==> config.mk <==
export PLATFORM = sky130hd
export DESIGN_NAME = utf16_to_utf8_transcoder
export DESIGN_NICKNAME = d
export VERILOG_FILES = /design/src/design/u2u_pkg.sv /design/src/design/utf16_to_utf8_transcoder.sv /design/src/design/u2u_in_stage.sv /design/src/design/u2u_encode.sv /design/src/design/u2u_serial.sv
export VERILOG_INCLUDE_DIRS = /design/src /design/src/design
export SDC_FILE = /design/constraint.sdc
export NUM_CORES = 1
export LEC_CHECK = 0
export ABC_AREA = 1
export BUFFER_PORTS_ARGS = -buffer_cell sky130_fd_sc_hd__buf_2
export CAP_MARGIN = 40
export CORE_ASPECT_RATIO = 0.6
export CORE_MARGIN = 4
export CORE_UTILIZATION = 25
export DETAILED_ROUTE_END_ITERATION = 10
export GPL_TIMING_DRIVEN = 0
export PLACE_DENSITY_LB_ADDON = 0.15
export RECOVER_POWER = 25
export REMOVE_ABC_BUFFERS = 1
export SYNTH_ARGS = -nofsm -noshare
export SYNTH_HDL_FRONTEND = slang
export SYNTH_SLANG_ARGS = --single-unit
export TNS_END_PERCENT = 30
==> constraint.sdc <==
create_clock -name clk -period 2.5 [get_ports clk]
set_input_delay 0.375 -clock clk [delete_from_list [all_inputs] [get_ports clk]]
set_output_delay 0.375 -clock clk [all_outputs]
set_load 0.05 [all_outputs]
==> src/design/utf16_to_utf8_transcoder_assert.svh <==
// Assertion macros for the UTF-16 to UTF-8 transcoder.
// Used by the top level; expects clk and rst_n in scope.
`ifndef UTF16_TO_UTF8_TRANSCODER_ASSERT_SVH
`define UTF16_TO_UTF8_TRANSCODER_ASSERT_SVH
`ifndef SYNTHESIS
`define U2U_ASSERT_SAME(lbl, ante, cons, msg) \
    lbl: assert property (@(posedge clk) disable iff (!rst_n) (ante) |-> (cons)) \
        else $error(msg);
`define U2U_ASSERT_NEXT(lbl, ante, cons, msg) \
    lbl: assert property (@(posedge clk) disable iff (!rst_n) (ante) |=> (cons)) \
        else $error(msg);
`else
`define U2U_ASSERT_SAME(lbl, ante, cons, msg)
`define U2U_ASSERT_NEXT(lbl, ante, cons, msg)
`endif
`endif

==> src/design/u2u_pkg.sv <==
// Types, constants and encode functions for the UTF-16 to UTF-8 transcoder.
// No dependencies.
`timescale 1ns / 1ps

package u2u_pkg;

    localparam logic [15:0] HIGH_BASE = 16'hD800;
    localparam logic [15:0] LOW_BASE  = 16'hDC00;
    localparam logic [15:0] SURR_END  = 16'hE000;
    localparam logic [20:0] SUPP_BASE = 21'h10000;

    localparam logic [7:0] LEAD2 = 8'b110_00000;
    localparam logic [7:0] LEAD3 = 8'b1110_0000;
    localparam logic [7:0] LEAD4 = 8'b11110_000;
    localparam logic [7:0] CONT  = 8'b10_000000;

    localparam int unsigned RUN_MAX = 6;

    typedef struct packed {
        logic [15:0] code_unit;
        logic        end_of_string;
    } in_item_t;

    typedef struct packed {
        logic [7:0] out_byte;
        logic       run_end;
        logic       string_end;
    } out_item_t;

    typedef struct packed {
        logic [RUN_MAX-1:0][7:0] data;
        logic [2:0]              cnt;
        logic                    last;
    } run_t;

    typedef struct packed {
        logic       valid;
        logic [9:0] offset;
    } hold_t;

    typedef struct packed {
        logic [2:0][7:0] data;
        logic [1:0]      len;
    } bmp_enc_t;

    // One to three bytes for a value below 0x10000, first byte in data[0].
    function automatic bmp_enc_t enc_bmp(input logic [15:0] u);
        bmp_enc_t e;
        e = '0;
        if (u[15:7] == 9'd0)
        begin
            e.data[0] = {1'b0, u[6:0]};
            e.len     = 2'd1;
        end
        else if (u[15:11] == 5'd0)
        begin
            e.data[0] = LEAD2 | {3'b000, u[10:6]};
            e.data[1] = CONT | {2'b00, u[5:0]};
            e.len     = 2'd2;
        end
        else
        begin
            e.data[0] = LEAD3 | {4'b0000, u[15:12]};
            e.data[1] = CONT | {2'b00, u[11:6]};
            e.data[2] = CONT | {2'b00, u[5:0]};
            e.len     = 2'd3;
        end
        return e;
    endfunction

    // Four bytes for a surrogate pair.
    function automatic logic [3:0][7:0] enc_pair(input logic [9:0] hi, input logic [9:0] lo);
        logic [20:0]     cp;
        logic [3:0][7:0] b;
        cp   = {1'b0, hi, lo} + SUPP_BASE;
        b[0] = LEAD4 | {5'b00000, cp[20:18]};
        b[1] = CONT | {2'b00, cp[17:12]};
        b[2] = CONT | {2'b00, cp[11:6]};
        b[3] = CONT | {2'b00, cp[5:0]};
        return b;
    endfunction

endpackage

==> src/design/utf16_to_utf8_transcoder.sv <==
// Top level of the UTF-16 to UTF-8 transcoder.
// Depends on u2u_pkg, u2u_in_stage, u2u_encode, u2u_serial and the assert header.
//
//   channel   valid        stall        request
//   unit      unit_valid   unit_stall   unit_req  (code_unit, end_of_string)
//   byte      byte_valid   byte_stall   byte_req  (out_byte, run_end, string_end)
//
// The output sends one byte per cycle while byte_stall is low.
// A unit's first byte passes through the input, run and output registers in that order.
// A held high surrogate causes no byte and frees the input.
// rst_n clears the valid flags of the input, run and output registers and the surrogate hold.
// byte_stall freezes the output register; input stalls when the run is busy and a unit waits.
`timescale 1ns / 1ps
`include "utf16_to_utf8_transcoder_assert.svh"

module utf16_to_utf8_transcoder
(
    input  logic               clk,
    input  logic               rst_n,
    input  logic               unit_valid,
    output logic               unit_stall,
    input  u2u_pkg::in_item_t  unit_req,
    output logic               byte_valid,
    input  logic               byte_stall,
    output u2u_pkg::out_item_t byte_req
);

    logic              stage_valid;
    u2u_pkg::in_item_t stage_item;
    u2u_pkg::run_t     run;
    u2u_pkg::hold_t    hold;
    logic              ser_ready;
    logic              take;
    logic              load;

    assign take = stage_valid && ((run.cnt == 3'd0) || ser_ready);
    assign load = take && (run.cnt != 3'd0);

    u2u_in_stage u_in_stage
    (
        .clk         (clk),
        .rst_n       (rst_n),
        .unit_valid  (unit_valid),
        .unit_stall  (unit_stall),
        .unit_req    (unit_req),
        .take        (take),
        .stage_valid (stage_valid),
        .stage_item  (stage_item)
    );

    u2u_encode u_encode
    (
        .clk   (clk),
        .rst_n (rst_n),
        .take  (take),
        .item  (stage_item),
        .run   (run),
        .hold  (hold)
    );

    u2u_serial u_serial
    (
        .clk        (clk),
        .rst_n      (rst_n),
        .load       (load),
        .run        (run),
        .ready      (ser_ready),
        .byte_valid (byte_valid),
        .byte_stall (byte_stall),
        .byte_req   (byte_req)
    );

    `U2U_ASSERT_NEXT(a_eos_clears_hold, take && stage_item.end_of_string, !hold.valid,
        "surrogate hold survived end of string")
    `U2U_ASSERT_NEXT(a_run_contiguous, byte_valid && !byte_stall && !byte_req.run_end,
        byte_valid, "gap inside a byte run")
    `U2U_ASSERT_SAME(a_stall_needs_item, unit_stall, stage_valid,
        "input stalled with empty input register")

endmodule

==> src/design/u2u_in_stage.sv <==
// Input register for code-unit requests.
// Depends on u2u_pkg.
`timescale 1ns / 1ps

module u2u_in_stage
(
    input  logic              clk,
    input  logic              rst_n,
    input  logic              unit_valid,
    output logic              unit_stall,
    input  u2u_pkg::in_item_t unit_req,
    input  logic              take,
    output logic              stage_valid,
    output u2u_pkg::in_item_t stage_item
);

    logic              valid_reg;
    logic              valid_next;
    u2u_pkg::in_item_t item_reg;
    logic              accept;

    assign unit_stall  = valid_reg && !take;
    assign accept      = unit_valid && !unit_stall;
    assign stage_valid = valid_reg;
    assign stage_item  = item_reg;

    always_comb
    begin
        valid_next = valid_reg;
        if (accept)
        begin
            valid_next = 1'b1;
        end
        else if (take)
        begin
            valid_next = 1'b0;
        end
    end

    always_ff @(posedge clk or negedge rst_n)
    begin
        if (!rst_n)
        begin
            valid_reg <= 1'b0;
        end
        else
        begin
            valid_reg <= valid_next;
        end
    end

    always_ff @(posedge clk)
    begin
        if (accept)
        begin
            item_reg <= unit_req;
        end
    end

endmodule

==> src/design/u2u_encode.sv <==
// Surrogate hold state and byte encoding of one code unit.
// Depends on u2u_pkg.
`timescale 1ns / 1ps

module u2u_encode
(
    input  logic              clk,
    input  logic              rst_n,
    input  logic              take,
    input  u2u_pkg::in_item_t item,
    output u2u_pkg::run_t     run,
    output u2u_pkg::hold_t    hold
);

    u2u_pkg::hold_t    hold_reg;
    u2u_pkg::hold_t    hold_next;
    logic              is_high;
    logic              is_low;
    logic              last;
    logic              emit_new;
    u2u_pkg::bmp_enc_t enc_unit;
    u2u_pkg::bmp_enc_t enc_held;

    assign last     = item.end_of_string;
    assign is_high  = (item.code_unit >= u2u_pkg::HIGH_BASE)
                   && (item.code_unit < u2u_pkg::LOW_BASE);
    assign is_low   = (item.code_unit >= u2u_pkg::LOW_BASE)
                   && (item.code_unit < u2u_pkg::SURR_END);
    assign emit_new = !(is_high && !last);
    assign enc_unit = u2u_pkg::enc_bmp(item.code_unit);
    assign enc_held = u2u_pkg::enc_bmp(u2u_pkg::HIGH_BASE | {6'd0, hold_reg.offset});
    assign hold     = hold_reg;

    always_comb
    begin
        run      = '0;
        run.last = last;
        if (hold_reg.valid && is_low)
        begin
            run.data[3:0] = u2u_pkg::enc_pair(hold_reg.offset, item.code_unit[9:0]);
            run.cnt       = 3'd4;
        end
        else if (hold_reg.valid)
        begin
            run.data[2:0] = enc_held.data;
            run.cnt       = 3'd3;
            if (emit_new)
            begin
                run.data[5:3] = enc_unit.data;
                run.cnt       = 3'd3 + {1'b0, enc_unit.len};
            end
        end
        else if (emit_new)
        begin
            run.data[2:0] = enc_unit.data;
            run.cnt       = {1'b0, enc_unit.len};
        end
    end

    always_comb
    begin
        hold_next = hold_reg;
        if (take)
        begin
            if (last)
            begin
                hold_next = '0;
            end
            else if (is_high && !(hold_reg.valid && is_low))
            begin
                hold_next.valid  = 1'b1;
                hold_next.offset = item.code_unit[9:0];
            end
            else
            begin
                hold_next.valid = 1'b0;
            end
        end
    end

    always_ff @(posedge clk or negedge rst_n)
    begin
        if (!rst_n)
        begin
            hold_reg <= '0;
        end
        else
        begin
            hold_reg <= hold_next;
        end
    end

endmodule

==> src/design/u2u_serial.sv <==
// Run register and output register; sends a run one byte per cycle while byte_stall is low.
// Depends on u2u_pkg.
`timescale 1ns / 1ps

module u2u_serial
(
    input  logic               clk,
    input  logic               rst_n,
    input  logic               load,
    input  u2u_pkg::run_t      run,
    output logic               ready,
    output logic               byte_valid,
    input  logic               byte_stall,
    output u2u_pkg::out_item_t byte_req
);

    logic               run_valid_reg;
    logic               run_valid_next;
    logic [2:0]         run_idx_reg;
    logic [2:0]         run_idx_next;
    u2u_pkg::run_t      run_reg;
    logic               out_valid_reg;
    logic               out_valid_next;
    u2u_pkg::out_item_t out_item_reg;
    logic               out_free;
    logic               emit;
    logic               final_byte;

    assign out_free   = !out_valid_reg || !byte_stall;
    assign emit       = run_valid_reg && out_free;
    assign final_byte = (run_idx_reg == (run_reg.cnt - 3'd1));
    assign ready      = !run_valid_reg || (emit && final_byte);
    assign byte_valid = out_valid_reg;
    assign byte_req   = out_item_reg;

    always_comb
    begin
        run_valid_next = run_valid_reg;
        run_idx_next   = run_idx_reg;
        if (load)
        begin
            run_valid_next = 1'b1;
            run_idx_next   = 3'd0;
        end
        else if (emit && final_byte)
        begin
            run_valid_next = 1'b0;
        end
        else if (emit)
        begin
            run_idx_next = run_idx_reg + 3'd1;
        end
    end

    always_comb
    begin
        out_valid_next = out_valid_reg;
        if (emit)
        begin
            out_valid_next = 1'b1;
        end
        else if (out_free)
        begin
            out_valid_next = 1'b0;
        end
    end

    always_ff @(posedge clk or negedge rst_n)
    begin
        if (!rst_n)
        begin
            run_valid_reg <= 1'b0;
            run_idx_reg   <= 3'd0;
            out_valid_reg <= 1'b0;
        end
        else
        begin
            run_valid_reg <= run_valid_next;
            run_idx_reg   <= run_idx_next;
            out_valid_reg <= out_valid_next;
        end
    end

    always_ff @(posedge clk)
    begin
        if (load)
        begin
            run_reg <= run;
        end
        if (emit)
        begin
            out_item_reg.out_byte   <= run_reg.data[run_idx_reg];
            out_item_reg.run_end    <= final_byte;
            out_item_reg.string_end <= final_byte && run_reg.last;
        end
    end

endmodule
==> summary.txt, run 1 <==
Critical Path AT = 2.65 ns
failing checks = negative setup slack
Top Metal Used = met4
most common library cell in the layout ignoring fill and taps = nand2_1
Max-Cap Viols = 0
final WL = 11290 um
Comb power frac = 33.5%
clk buf depth = 2
CP max stage delay = 0.73 ns
total grt overflow = 0
area leader, netlist = edfxtp_1
storage element area = 2648 um2
Yosys top cell area share = 52.86%
max frequency = 400.0 MHz
row count = 36
yosys warns = 0
DRC = 0
clock share of power = 23.3%
Clock Sinks = 91
Die Ht = 108.4 um
M1 WL = 6654 um
crit path time final = 2.500 ns
port bufs = 32
hold_ws = 0.2093 ns
crit share post-route = 100.0%
Clock Root Buffer = clkbuf_16
met2 wire length = 3815 um
Worst slew margin = 32.98%
WS Path Type = reg2reg
net switching power = 2.154 mW
fin cells = 691
commonest non-fill, non-tap cells in the layout = nand2_1 (90), edfxtp_1 (74), nor2_1 (50)
final setup fails = 1
syn avg cell area = 10.08 um2
post-route ant nets = 0
worst skew pair latency = 0.34 ns
share of cells above drive strength 1 = 15.77%
# diodes = 0
Flop pwr share = 43.2%
CTS buffer count = 9
PD cells = 1124 nW/um2
unique cell type count in the Yosys netlist = 29
Pint = 3.496 mW
Largest register FFs = 47
Initial DRT Pass Iterations = 5
all-layer global routing usage = 12.35%
H-tree levels = 3
io pins = 33
Leakage = 2.045 nW
# fillers = 1734
unrepaired setup endpoints after global routing = true
vias in the first global route = 2958
Clock Skews = 0.005713 ns
crit path max fanout = 14
die width = 175.4 um
max-slew violations = 0
critical path launch point type = flip-flop
Final nets = 482
Worst Tran Pin Value = 1.005 ns
Tot Pwr = 5.651 mW
vias per cell = 4.459
core area = 16350 um2
dpl hpwl = 8117 um
R2R Setup Slk = -0.0003 ns
TritonCTS clock tree = done
setup ws final = -0.0003075 ns
Seq/Total Area, Yosys = 62.98%
Layout Utilization = 30.75%
post-synthesis register bit count = 91
met3 wire len = 659 um
CP top delay family = simple AND/OR/NAND/NOR gates
initial core utilization = 25.71%
Hold Path Class = in2reg
post-synthesis cell area = 4204 um2
top post-synthesis cells by area = edfxtp_1 (53%), dfrtp_1 (10%), nand2_1 (8.2%)
largest net degree at the start of global routing = 38
antenna violations before repair = 0
Critical path buffers and inverters = 1
first-pass GRT wire length = 17650 um
worst-path cell chain = inv_2 -> nor2_2 -> nand2_1 -> nor2_1
post-DR wirelength/cell = 16.34 um
Synth Instances = 417
Iteration-0 DRC Markers = 355
endpoints failing hold = 0
Critical Path RT = 2.65 ns
RD Place Congestion = 0.8293
die area = 19020 um2
P&R area growth vs syn = 19.58%
slowest CP cell = dfrtp_1
CP Capture Type = flip-flop
Placed Cells = 666
status = finished, violations left
Sw Share = 38.12%
Worst VDD drop = 0.0005857 V
Placement Cell Area = 4636 um2
vias = 3081
footprint of the multi-input gates = 1344 um2
design area = 5027 um2
clock slew at reported path FFs = 0.06 ns
-- stage by stage --
stage,setup WS [ns],TNS (ns)
floorplan,-0.4016,-18.88
global placement,-1.376,-73.06
detailed placement,-0.2278,-11.46
CTS,0.009029,0
global route,-0.1366,-1.037
finish,-0.0003075,-0.0003075
-- logic make-up after synthesis --
family | share of synthesized area, %
AO/OA/AOI/OAI | 10.92
XOR/XNOR | 0.8335
adder cells (fa/ha/maj) | 0.8930
buffers and inverters | 5.655
flip-flops | 62.98
AND/OR/NAND/NOR | 18.72
-- power by group through the flow --
stage	clock network [mW]	logic, mW	registers [mW]
after floorplan	0	0.909	2.71
after global placement	0	1.67	2.54
after detailed placement	0	1.83	2.47
after CTS	1.35	1.88	2.44
after global routing	1.43	2.10	2.47
final	1.32	1.89	2.44
-- layout make-up --
class	count	share of cell area (%)
clock inverters	3	0.7964
flip-flops and latches	91	52.66
multi-input cells	268	26.73
inverters	44	3.484
well taps	228	5.674
clock buffers	13	4.778
repair buffers	44	5.874
-- worst paths after layout --
check / startpoint / endpoint / cells past startpoint
worst max-delay path: u_encode.hold[10]$_DFFE_PN0P_ / u_serial.run_reg[44]$_SDFFCE_PP0P_ / 4
worst min-delay path: unit_req[15] / u_in_stage.stage_item[15]$_DFFE_PP_ / 1
worst max register to register: u_encode.hold[10]$_DFFE_PN0P_ / u_serial.run_reg[44]$_SDFFCE_PP0P_ / 4
worst min register to register: u_in_stage.stage_item[0]$_DFFE_PP_ / u_serial.run_reg[0]$_DFFE_PP_ / 0
max in group asynchronous: rst_n / u_encode.hold[4]$_DFFE_PN0P_ / 2
min in group asynchronous: rst_n / u_serial.run_idx_reg[2]$_DFFE_PN0P_ / 2
-- cell usage after synthesis --
library cell and count:
buf_6 2, o21bai_1 1, a21oi_1 8, a21oi_2 2
clkbuf_1 8, or2_2 1, o22ai_1 15, o21ai_0 41
o21ai_1 2, nor2_1 51, nand2_4 3, edfxtp_1 74
buf_2 4, nor2_4 1, nand3_4 1, inv_1 38
o221ai_1 3, a31oi_1 1, xnor2_1 3, dfrtp_1 17
inv_2 4, nand2_2 6, nand4_1 11, xor2_1 1
clkinv_1 2, ha_1 3, o211ai_1 7, nand2_1 92
nand3_1 15
-- per-layer routing --
layer  up-vias  GRT usage [%]
met4         0          3.560
met1      1457          21.10
met3        10          3.424
li1       1514              -
met5         -              0
met2       100          14.00
-- worst register-to-register path, cell delays in order, from the launching register on --
cell     delay (ns)
dfrtp_1        0.73
inv_2          0.25
nor2_2         0.53
nand2_1        0.47
nor2_1         0.33
-- repair_timing --
item                                   4_1_cts  5_1_grt
setup buffers                                4        4
hold buffers                                 1        0
setup endpoints to repair                   69       68
endpoints found under the hold margin       17        0
resized for setup                            9        2
pin swaps                                    1        2
Power figures use the tool's default switching activity.
==> run 2: changes to the inputs <==
--- a/config.mk
+++ b/config.mk
@@ -11,7 +11,7 @@
 export CAP_MARGIN = 40
 export CORE_ASPECT_RATIO = 0.6
 export CORE_MARGIN = 4
-export CORE_UTILIZATION = 25
+export CORE_UTILIZATION = 54
 export DETAILED_ROUTE_END_ITERATION = 10
 export GPL_TIMING_DRIVEN = 0
 export PLACE_DENSITY_LB_ADDON = 0.15
==> run 2 against run 1 <==
The run now ends clean. Clock power down 8%. Setup slack better by 0.11 ns. Clock-buffer cell count down 1. Via count up 1.9%. Critical endpoint is now unit_stall.
==> summary.txt, run 2 (same netlist as run 1, synthesis figures left out) <==
Iteration-0 DRC Markers = 414 (+17%)
post-route ant nets = 0 (unchanged)
slowest CP cell = edfxtp_1
met3 Usage GRT = 6.899% (+3.5 points)
CTS buffer count = 9 (unchanged)
endpoints failing hold = 0 (unchanged)
vias = 3139 (+1.9%)
CP top delay family = simple AND/OR/NAND/NOR gates
antenna violations before repair = 0 (unchanged)
CP Depth = 12 (+8)
accumulated negative setup slack = 0 ns (+0.0003075 ns)
commonest non-fill, non-tap cells in the layout = nand2_1 (90), edfxtp_1 (74), nor2_1 (51)
Flop pwr share = 46.0% (+2.8 points)
storage element area = 2650 um2 (about the same)
post-DR wirelength/cell = 17.12 um (+4.8%)
Worst Tran Pin Value = 0.9624 ns (-0.04296 ns)
final WL = 9657 um (-14%)
TritonCTS clock tree = done
worst skew pair latency = 0.34 ns (about the same)
Reg2Reg Capture Point = u_serial.run_reg[36]$_SDFFCE_PP0P_
DRC = 0 (unchanged)
Hold Path Class = in2reg
WS Path Type = reg2out
footprint of the multi-input gates = 1364 um2 (+1.5%)
initial core utilization = 56.68% (+31 points)
met1 Use GR = 34.48% (+13 points)
crit share post-route = 95.55% (-4.5 points)
CP endpoint = unit_stall
all-layer global routing usage = 22.12% (+9.8 points)
share of cells above drive strength 1 = 15.87% (+0.10 points)
Die Ht = 76.35 um (-30%)
CP dominant cell by count = nand2_1
grt met2 use = 29.63% (+16 points)
Clock Skews = 0.004858 ns (-0.0008551 ns)
critical path launch point type = flip-flop
Max-Cap Viols = 0 (unchanged)
# fillers = 617 (-64%)
RD Place Congestion = 0.9570 (+15%)
PD cells = 1119 nW/um2 (-0.43%)
Reg2Reg Depth = 11 (+7)
Tot Pwr = 5.400 mW (-4.4%)
Largest register FFs = 47 (unchanged)
Worst VDD drop = 0.0009052 V (+55%)
vias in the first global route = 2822 (-4.6%)
die width = 121.9 um (-30%)
Leakage = 1.998 nW (-2.3%)
dpl hpwl = 6791 um (-16%)
Clock Sinks = 91 (unchanged)
# diodes = 0 (unchanged)
P&R area growth vs syn = 14.76%
vias per cell = 5.566 (+25%)
max frequency = 418.6 MHz (+4.7%)
largest net degree at the start of global routing = 44 (+16%)
GR peak layer = met1
R2R Setup Slk = 0.15 ns (+0.15 ns)
net switching power = 2.064 mW (-4.2%)
CP Capture Type = primary output
row count = 24 (-33%)
Final nets = 479 (-0.62%)
total grt overflow = 0 (unchanged)
worst-path cell chain = inv_1 -> ha_1 -> or2_4 -> nand2_1 -> nand2_1 -> nand2_1 -> nand3_2 -> nand2_2 -> inv_2 -> nand3_2 -> inv_1 -> buf_6
Pint = 3.335 mW (-4.6%)
final setup fails = 0 (-1)
hold_ws = 0.2069 ns (-0.002401 ns)
FF-to-FF Start = u_serial.run_reg[1]$_DFFE_PP_
Critical path buffers and inverters = 4 (+3)
core area = 7417 um2 (-55%)
max-slew violations = 0 (unchanged)
clock share of power = 22.6% (-0.7 points)
port bufs = 32 (unchanged)
Critical Path AT = 2.01 ns (-0.64 ns)
Clock Root Buffer = clkbuf_16
Worst slew margin = 35.84% (+2.9 points)
clk buf depth = 2 (unchanged)
crit path time final = 2.389 ns (-0.1115 ns)
Initial DRT Pass Iterations = 5 (unchanged)
Sw Share = 38.23% (+0.10 points)
Comb power frac = 31.4% (-2.1 points)
CP max stage delay = 0.36 ns (-0.37 ns)
io pins = 33 (unchanged)
clock slew at reported path FFs = 0.06 ns (about the same)
die area = 9307 um2 (-51%)
most common library cell in the layout ignoring fill and taps = nand2_1
status = completed
Critical Path RT = 2.12 ns (-0.53 ns)
crit path max fanout = 3 (-11)
H-tree levels = 3 (unchanged)
first-pass GRT wire length = 15390 um (-13%)
crit path from = u_serial.run_reg[1]$_DFFE_PP_
## run 2: cell count changes in the layout (fill, tap and decap cells not counted), sizes merged
cell and delta:
buf -4, bufinv -1, clkinvlp +1, inv +1
## run 2: power by group through the flow
stage | clock, mW | combinational, mW | sequential [mW]
floorplan | 0 | 0.909 | 2.71
global placement | 0 | 1.57 | 2.51
detailed placement | 0 | 1.64 | 2.50
CTS | 1.25 | 1.67 | 2.48
global route | 1.31 | 1.87 | 2.52
finish | 1.22 | 1.70 | 2.48
## run 2: how the worst min path moves through the flow
stage                      start                             endpoint  slack, ns  depth (start not counted)
floorplan                  rst_n         u_encode.hold[0]$_DFFE_PN0P_       0.08                          0
global placement           rst_n  u_serial.run_idx_reg[2]$_DFFE_PN0P_       0.32                          1
detailed placement         rst_n  u_serial.run_idx_reg[0]$_DFFE_PN0P_       0.32                          1
CTS                  unit_req[3]   u_in_stage.stage_item[3]$_DFFE_PP_       0.20                          1
global route        unit_req[12]  u_in_stage.stage_item[12]$_DFFE_PP_       0.19                          1
finish              unit_req[12]  u_in_stage.stage_item[12]$_DFFE_PP_       0.21                          1
## run 2: repair_timing
item                                   in CTS  in global routing
buffers inserted                            2                  4
endpoints found under the hold margin      17                  0
resized for setup                           6                  8
setup endpoints to repair                  61                 58
hold buffers                                1                  0
pin swaps                                   1                  3
## run 2: layout make-up
class	count	area share [%]
Inverter	44	3.501
Tap cell	104	2.697
Clock buffer	12	5.109
Clock inverter	4	0.5446
Timing Repair Buffer	41	4.953
Multi-Input combinational cell	268	28.27
Sequential cell	91	54.93
## run 2: per-layer routing
layer	vias up	part of all wire (%)	routed length (um)
met5	-	0	0
met4	0	1.3	122
li1	1518	-	-
met1	1485	49	4755
met3	12	9.0	872
met2	124	40	3908
## run 2: stage by stage
step                      cell area, um2  util (%)  instances  worst slack [ns]
after floorplan                     4131         -        403           -0.4016
after global placement              4422     59.62        539            -1.026
after detailed placement            4449     59.99        541           -0.2051
after CTS                           4773     64.36        560           0.02400
after global routing                4825     65.05        564          -0.01273
final                               4825     65.05        564            0.1112
==> run 3: changes to the inputs <==
--- a/config.mk
+++ b/config.mk
@@ -9,11 +9,10 @@
 export ABC_AREA = 1
 export BUFFER_PORTS_ARGS = -buffer_cell sky130_fd_sc_hd__buf_2
 export CAP_MARGIN = 40
-export CORE_ASPECT_RATIO = 0.6
+export CORE_ASPECT_RATIO = 0.9
 export CORE_MARGIN = 4
 export CORE_UTILIZATION = 54
 export DETAILED_ROUTE_END_ITERATION = 10
-export GPL_TIMING_DRIVEN = 0
 export PLACE_DENSITY_LB_ADDON = 0.15
 export RECOVER_POWER = 25
 export REMOVE_ABC_BUFFERS = 1
==> run 3 against run 2 <==
Utilization down 1.7 points. Critical path depth unchanged. Sequential share of layout area up 0.48 points. Clock power down 18%. Combinational power up 7%. Global-route usage down 1.9 points.
==> summary.txt, run 3 (same netlist as run 1, synthesis figures left out) <==
final setup fails = 0 (unchanged)
max-slew violations = 0 (unchanged)
vias = 3090 (-1.6%)
initial core utilization = 55.72% (-0.96 points)
largest net degree at the start of global routing = 48 (+9.1%)
Initial DRT Pass Iterations = 5 (unchanged)
CTS buffer count = 9 (unchanged)
port bufs = 32 (unchanged)
slowest CP cell = edfxtp_1
Iteration-0 DRC Markers = 189 (-54%)
Clock Skews = 0.01199 ns (+0.007128 ns)
crit path time final = 2.361 ns (-0.02743 ns)
post-route ant nets = 0 (unchanged)
crit share post-route = 94.45% (-1.1 points)
Sw Share = 39.09% (+0.86 points)
Critical Path RT = 2.12 ns (about the same)
CP dominant cell by count = nand2_2
TritonCTS clock tree = done
core area = 7545 um2 (+1.7%)
endpoints failing hold = 0 (unchanged)
setup ws final = 0.1386 ns (+0.02743 ns)
# fillers = 629 (+1.9%)
CP Capture Type = primary output
clk buf depth = 2 (unchanged)
WS Path Type = reg2out
Die Ht = 91.71 um (+20%)
worst skew pair latency = 0.35 ns (about the same)
clock share of power = 19.2% (-3.4 points)
clock slew at reported path FFs = 0.09 ns (+0.03 ns)
Reg2Reg Depth = 11 (unchanged)
Pint = 3.171 mW (-4.9%)
die width = 101.0 um (-17%)
commonest non-fill, non-tap cells in the layout = nand2_1 (91), edfxtp_1 (74), nor2_1 (49)
vias in the first global route = 2850 (+0.99%)
die area = 9263 um2 (-0.48%)
io pins = 33 (unchanged)
CP Depth = 12 (unchanged)
CP top delay family = simple AND/OR/NAND/NOR gates
most common library cell in the layout ignoring fill and taps = nand2_1
Worst slew margin = 30.49% (-5.4 points)
Worst Tran Pin Value = 1.043 ns (+0.08031 ns)
status = completed
critical path launch point type = flip-flop
Clock Root Buffer = clkbuf_8
# diodes = 0 (unchanged)
Largest register FFs = 47 (unchanged)
row count = 30 (+25%)
Clock Sinks = 91 (unchanged)
CP max stage delay = 0.44 ns (+0.08 ns)
crit path max fanout = 6 (+3)
antenna violations before repair = 0 (unchanged)
DRC = 0 (unchanged)
Worst VDD drop = 0.0006400 V (-29%)
PD cells = 1090 nW/um2 (-2.6%)
Hold Path Class = in2reg
Flop pwr share = 45.8% (-0.2 points)
first-pass GRT wire length = 14580 um (-5.3%)
net switching power = 2.035 mW (-1.4%)
worst-path cell chain = nor2_1 -> nand2_2 -> nor2_4 -> buf_6 -> nand2_2 -> nand2_2 -> inv_2 -> nand2_4 -> nand2_4 -> nand3_2 -> inv_2 -> buf_8
Critical Path AT = 1.99 ns (-0.02 ns)
P&R area growth vs syn = 13.66%
Hold Path Depth = 1 (unchanged)
Comb power frac = 35.0% (+3.6 points)
final WL = 8949 um (-7.3%)
pre-CTS WS = 0.2499 ns (+0.4550 ns)
H-tree levels = 3 (unchanged)
post-DR wirelength/cell = 15.90 um (-7.2%)
all-layer global routing usage = 20.19% (-1.9 points)
Final nets = 486 (+1.5%)
RD Place Congestion = 0.9253 (-3.3%)
vias per cell = 5.488 (-1.4%)
share of cells above drive strength 1 = 17.34% (+1.5 points)
Leakage = 2.028 nW (+1.5%)
Critical path buffers and inverters = 4 (unchanged)
max frequency = 423.5 MHz (+1.2%)
hold_ws = 0.1957 ns (-0.01120 ns)
total grt overflow = 0 (unchanged)
dpl hpwl = 6573 um (-3.2%)
accumulated negative setup slack = 0 ns (unchanged)
Max-Cap Viols = 0 (unchanged)
run 3: worst paths after layout:
path / from / to / slack [ns]
setup / recovery: u_in_stage.stage_item[13]$_DFFE_PP_ / unit_stall / 0.14
max in group asynchronous: rst_n / u_encode.hold[4]$_DFFE_PN0P_ / 1.14
hold / removal: unit_req[14] / u_in_stage.stage_item[14]$_DFFE_PP_ / 0.20
hold reg to reg: u_in_stage.stage_item[0]$_DFFE_PP_ / u_serial.run_reg[0]$_DFFE_PP_ / 0.46
setup reg to reg: u_serial.run_reg[1]$_DFFE_PP_ / u_serial.run_reg[16]$_DFFE_PP_ / 0.26
min in group asynchronous: rst_n / u_serial.run_idx_reg[2]$_DFFE_PN0P_ / 0.71
run 3: routing by layer:
layer | vias to the layer above | global-route usage [%] | wire (um)
met4 | 0 | 4.430 | 28
met3 | 4 | 4.943 | 630
met2 | 128 | 29.33 | 4008
met1 | 1433 | 30.88 | 4281
li1 | 1525 | - | -
met5 | - | 0 | 0
run 3: final cells by class:
cell class	instances	area [um2]	share of cell area [%]
clock buffer	10	127.6	2.671
tap	96	120.1	2.514
timing repair buffer	48	301.5	6.311
multi-input combinational	268	1345	28.15
sequential	91	2648	55.41
inverter	44	165.2	3.456
clock inverter	6	71.32	1.493
run 3: what timing repair did:
item / CTS / global route
cloned: 0 / 0
setup buffers: 0 / 5
hold buffers: 1 / 0
setup endpoints to repair: 1 / 1
pin swaps: 0 / 1
hold endpoints to repair: 17 / 0
gates resized for setup: 1 / 11
run 3: worst reg2reg max path, cell delays in order, from the launching register on:
cell,delay (ns)
edfxtp_1,0.35
inv_1,0.05
ha_1,0.19
or2_2,0.30
nand2_1,0.06
nand2_1,0.05
nand2_1,0.07
nand3_1,0.08
nand2_1,0.12
nand3_1,0.20
inv_1,0.18
buf_12,0.26
run 3: through the flow:
step / area [um2] / std cells / power, mW / util [%]
floorplan: 4131 / 403 / 3.615 / -
global placement: 4499 / 541 / 4.133 / 59.64
detailed placement: 4499 / 541 / 4.178 / 59.64
CTS: 4711 / 558 / 5.176 / 62.44
global route: 4778 / 563 / 5.514 / 63.33
finish: 4778 / 563 / 5.206 / 63.33
run 3: power groups by stage:
stage | clock network (mW) | registers, mW | logic, mW
after CTS | 1.02 | 2.38 | 1.78
after global placement | 0 | 2.40 | 1.73
after floorplan | 0 | 2.71 | 0.909
final | 1.00 | 2.38 | 1.82
after detailed placement | 0 | 2.41 | 1.77
after global routing | 1.09 | 2.42 | 2.00
